## config.mk

```make
export PLATFORM = sky130hd
export DESIGN_NAME = rmte_sqrt_cell
export DESIGN_NICKNAME = d
export VERILOG_FILES = /design/src/rmte_pkg.sv /design/src/rmte_sqrt_cell.sv
export SDC_FILE = /design/constraint.sdc
export NUM_CORES = 1
export LEC_CHECK = 0
export BUFFER_PORTS_ARGS = -buffer_cell sky130_fd_sc_hd__buf_2
export CORE_AREA = 2 2 324 326
export CTS_BUF_LIST = sky130_fd_sc_hd__clkbuf_4
export DETAILED_ROUTE_END_ITERATION = 10
export DIE_AREA = 0 0 326 328
export GPL_TIMING_DRIVEN = 0
export HOLD_SLACK_MARGIN = 0.02
export MAX_ROUTING_LAYER = met4
export PLACE_DENSITY = 0.38
export SLEW_MARGIN = 10
export SYNTH_ARGS = -nofsm -noshare
export SYNTH_HDL_FRONTEND = slang
export SYNTH_SLANG_ARGS = --single-unit
```

## constraint.sdc

```tcl
create_clock -name clock -period 13.9 [get_ports clock]
set_clock_uncertainty 0.2 [all_clocks]
set_input_delay 2.085 -clock clock [delete_from_list [all_inputs] [get_ports clock]]
set_output_delay 2.085 -clock clock [all_outputs]
set_load 0.01 [all_outputs]
```

## src/rmte_pkg.sv

```systemverilog
`timescale 1ns / 1ps
// ---------------------------------------------------------------------------
// Rotation matrix to Euler angles: shared types and constants
// Transaction structs, pipeline stage struct, CORDIC angle table.
// ---------------------------------------------------------------------------
package rmte_pkg;

   localparam int CORDIC_STEPS = 20;
   localparam int SQRT_STEPS   = 29;
   localparam int VEC_W        = 34;
   localparam int ANG_W        = 24;
   localparam int RAD_W        = 58;

   localparam logic signed [ANG_W-1:0] PI_Q20      = 24'sd3294199;
   localparam logic signed [ANG_W-1:0] HALF_PI_Q20 = 24'sd1647099;
   localparam logic signed [16:0]      PI_Q13      = 17'sd25736;
   localparam logic signed [16:0]      HALF_PI_Q13 = 17'sd12868;
   localparam logic signed [15:0]      ONE_Q14     = 16'sd16384;
   localparam logic [14:0]             THRESH_RESET = 15'd16351;

   typedef enum logic [1:0] {
      POLE_REGULAR = 2'd0,
      POLE_NORTH   = 2'd1,
      POLE_SOUTH   = 2'd2
   } pole_type;

   typedef struct packed {
      logic signed [15:0] elem_0;
      logic signed [15:0] elem_2;
      logic signed [15:0] elem_4;
      logic signed [15:0] elem_5;
      logic signed [15:0] elem_6;
      logic signed [15:0] elem_8;
      logic signed [15:0] elem_10;
   } req_type;

   typedef struct packed {
      logic signed [14:0] angle_x;
      logic signed [15:0] angle_y;
      logic signed [15:0] angle_z;
      logic [1:0]         pole_case;
   } rsp_type;

   typedef struct packed {
      logic signed [VEC_W-1:0] x;
      logic signed [VEC_W-1:0] y;
      logic signed [ANG_W-1:0] z;
      logic                    zero;
   } vec_type;

   typedef struct packed {
      pole_type           pc;
      logic signed [15:0] s;
      vec_type            vec_x;
      vec_type            vec_y;
      vec_type            vec_z;
      logic [RAD_W-1:0]   n;
      logic [RAD_W-1:0]   r;
   } stage_type;

   function automatic logic signed [ANG_W-1:0] atan_q20(input int i);
      logic signed [ANG_W-1:0] v;
      unique case (i)
         0:       v = 24'sd823550;
         1:       v = 24'sd486170;
         2:       v = 24'sd256879;
         3:       v = 24'sd130396;
         4:       v = 24'sd65451;
         5:       v = 24'sd32757;
         6:       v = 24'sd16383;
         7:       v = 24'sd8192;
         8:       v = 24'sd4096;
         9:       v = 24'sd2048;
         10:      v = 24'sd1024;
         11:      v = 24'sd512;
         12:      v = 24'sd256;
         13:      v = 24'sd128;
         14:      v = 24'sd64;
         15:      v = 24'sd32;
         16:      v = 24'sd16;
         17:      v = 24'sd8;
         18:      v = 24'sd4;
         default: v = 24'sd2;
      endcase
      return v;
   endfunction

endpackage

```

## src/rmte_sqrt_cell.sv

```systemverilog
`timescale 1ns / 1ps
// ---------------------------------------------------------------------------
// Square root cell
// One result bit of the integer square root per cell, registered.
// ---------------------------------------------------------------------------
module rmte_sqrt_cell #(
   parameter int STEP = 0
) (
   input  logic                clock,
   input  logic                reset,
   input  logic                in_valid,
   output logic                in_ready,
   input  rmte_pkg::stage_type in_data,
   output logic                out_valid,
   input  logic                out_ready,
   output rmte_pkg::stage_type out_data
);
   import rmte_pkg::*;

   localparam int SHIFT = 2 * (SQRT_STEPS - 1 - STEP);
   localparam logic [RAD_W-1:0] BIT = RAD_W'(1) << SHIFT;

   logic             valid_ff;
   stage_type        data_ff;
   stage_type        data_in;
   logic [RAD_W-1:0] trial;

   assign in_ready = !valid_ff || out_ready;

   always_comb begin
      data_in = in_data;
      trial   = in_data.r + BIT;
      if (in_data.n >= trial) begin
         data_in.n = in_data.n - trial;
         data_in.r = (in_data.r >> 1) + BIT;
      end else begin
         data_in.r = in_data.r >> 1;
      end
   end

   always_ff @(posedge clock) begin
      if (reset) begin
         valid_ff <= 1'b0;
      end else if (in_ready) begin
         valid_ff <= in_valid;
      end
      if (in_ready && in_valid) begin
         data_ff <= data_in;
      end
   end

   assign out_valid = valid_ff;
   assign out_data  = data_ff;

endmodule

```

==> reports/results.txt <==
Seq cells post-synth - 414
Number of enable flip-flop cells after synthesis - 413
Post-synth top flop - edfxtp_1
Status - finished, final reports clean
Sw frac - 0.299
Site Rows - 118
Setup crit start kind - input pin
Setup CP Type - in2reg
Largest net degree at the start of global routing - 66
Total placed cells including tap cells - 3321
Worst-Skew Late Latency - 1020 ps
Layout cells sized above 1 - 0.488
Remaining DRCs - 0
Vias in the first global route - 14500
Total number of vias - 14000
Design area - 24800 um^2
Worst min-delay path category - reg2reg
Max-slew violations - 0
Net Switching - 0.981 mW
Post-layout net count - 2550
CP max stage cell - clkbuf_1
Tmin final - 5830 ps
Critical path cell sequence - buf_2, inv_1, ha_1, buf_2, nand4_1, nor4_2, and3_1, nand3_1, a311oi_2, o21ai_1, a2111oi_4, clkbuf_1, nor3_1, a21oi_1
GRT Total Usage - 0.163
Critical Path AT - 6360 ps
Core region area - 103000 um^2
Syn_nets - 1579
Worst-Margin Slew - 1230 ps
Die Y - 328 um
Post-synth top cells - edfxtp_1 (413), a21oi_1 (87), inv_1 (80)
Rel. slew slack - 0.167
Internal power - 2.30 mW
Inserted Clock Buffers - 131
Grt total ovfl - 0
Total wire length - 87700 um
Fmax - 172 MHz
CTS tree - built
PostCTS Resize Cnt - 0
Drt initial violations - 937
Fin. Hold Viols - 0
Final setup vio count - 0
DR pass1 iterations - 4
Combinational Power Share - 0.162
Sink Count - 414
Final hold slack - 560 ps
Worst Path Max Fanout - 10
CTS clk-pin slew, worst paths - 60 ps
Global-route wire length before repair - 117000 um
Placed inst area - 23100 um^2
Max_cap viols - 0
Fill cells - 11100
Clock power frac - 0.378
Max stage delay on crit path - 720 ps
RePlAce Congestion - 0.905
CTS max path bufs - 3
Asr flop ratio synth - 0
Post-CTS Setup Bufs - 0
Post-synth cell types - 61
Sequential share of the synthesized area - 0.730
Starting Density - 0.165
IO Count - 832
Cell Area, Synth - 17000 um^2
Die Area - 107000 um^2
Post-detailed-placement half-perimeter wirelength - 72300 um
Ys Warns - 0
Crit. End Element - flop
Reg power frac - 0.460
Crit share post-route - 0.419
Antenna violations before repair - 68
Synth area leaders - edfxtp_1 (73%), ha_1 (4.3%), a21oi_1 (2.6%)
Avg Cell Area, Syn - 15.4 um^2
Post-synth top area share - 0.728
Pwr Total - 3.28 mW
Syn-to-layout area delta - 45.8%
Static leakage - 10.5 nW
Required time of the critical path - 14430 ps
RSZ-0062 raised after global routing - no
CTS Hold Bufs - 0
Pwr Density - 132 nW/um^2
H-tree depth - 4
Port Buffers - 831
Root buf cell - clkbuf_4
Syn Inst Count - 1103
Post-DRT Antenna Nets - 0
Drt wl/cell - 24.4 um
Most numerous cell in the Yosys netlist - edfxtp_1
Width of the die - 326 um
Max IR drop VDD - 0.0000503 V
Critical Path Most Common Cell - buf_2
Vias per cell - 3.89
Post-Layout Cell Count - 3596
Area leader, netlist - edfxtp_1
## final cells by class
| class | instances | area (um^2) | share of cell area |
|---|---|---|---|
| Antenna cell | 41 | 103 | 0.00413 |
| Clock inverter | 60 | 307 | 0.0123 |
| Buffer | 33 | 175 | 0.00706 |
| Inverter | 80 | 300 | 0.0121 |
| Multi-Input combinational cell | 576 | 4140 | 0.167 |
| Sequential cell | 414 | 12400 | 0.500 |
| Tap cell | 1380 | 1730 | 0.0695 |
| Clock buffer | 174 | 1310 | 0.0526 |
| Timing Repair Buffer | 838 | 4350 | 0.175 |
## worst paths after layout
| check | end | cells after the start | startpoint | slack [ps] |
|---|---|---|---|---|
| worst max-delay path | out_data[111]$_DFFE_PP_ | 14 | in_data[21] | 8070 |
| worst min-delay path | out_valid$_SDFFE_PP0N_ | 2 | out_valid$_SDFFE_PP0N_ | 560 |
| worst max register to register | out_data[13]$_DFFE_PP_ | 4 | out_valid$_SDFFE_PP0N_ | 11080 |
| worst min register to register | out_valid$_SDFFE_PP0N_ | 2 | out_valid$_SDFFE_PP0N_ | 560 |
## flip-flops by register name, indices dropped and copies added (netlist names)
name,count
out_data,413
out_valid,1
## routing by layer
metal  global-route usage  part of all wire  vias up  routed length [um]
li1                     -                 -     6295                   -
met1                0.164              0.37     6769               32500
met2                0.267              0.49      736               42700
met3               0.0886              0.11      174                9660
met4               0.0604             0.032        0                2810
met5                    -                 0        -                   0
## power groups by stage
stage	clock network (mW)	registers [mW]	logic, mW
4_1_cts	1.32	1.51	0.545
3_5_place_dp	0	1.53	0.541
5_1_grt	1.37	1.51	0.580
6_report	1.24	1.51	0.532
2_1_floorplan	0	1.61	0.213
3_3_place_gp	0	1.58	0.533
## worst max-delay path, delay by kind of cell
kind,cells,cell delay (ps)
and+or+nand+nor,5,1420
AOI/OAI and AO/OA,4,1460
adders and majority gates,1,300
buffers and inverters,4,1070
## cell families (layout without fill, tap and decap cells)
family          after synthesis  in the layout  synth area share
flops                       414            414             0.730
compound gates              231            231            0.0886
simple gates                188            188            0.0532
buf+inv                     113           1185            0.0279
fa+ha+maj                    59             59            0.0438
xor+xnor                     52             52            0.0267
mux                          46             46            0.0301
other cells                   0             41                 0
## per-stage QoR
step                setup TNS (ps)  setup WS, ps  utilization
CTS                              0          8150        0.240
finish                           0          8070        0.241
global route                     0          8010        0.241
global placement          -1535560         -3820        0.222
detailed placement               0          7040        0.224
floorplan                        0          1210            -
## layout by cell type (no fill, tap or decap), drive strengths merged, types with 3 or more instances in the layout
cell type / instances
and3: 7
clkinvlp: 3
o21bai: 14
diode: 41
o211ai: 4
o21a: 6
nand3: 8
a31oi: 6
edfxtp: 413
o311ai: 3
buf: 849
a21o: 30
a311oi: 3
clkbuf: 196
nand4: 22
a21boi: 5
or3: 6
nor3: 21
mux2: 42
o2bb2ai: 3
nand2: 52
a21oi: 87
nor2: 45
a311o: 3
o21ai: 37
xnor2: 39
o31ai: 3
mux2i: 4
inv: 87
nand2b: 8
xor2: 13
and2: 9
ha: 58
a2111oi: 5
clkinv: 49
Power figures use the tool's default switching activity.
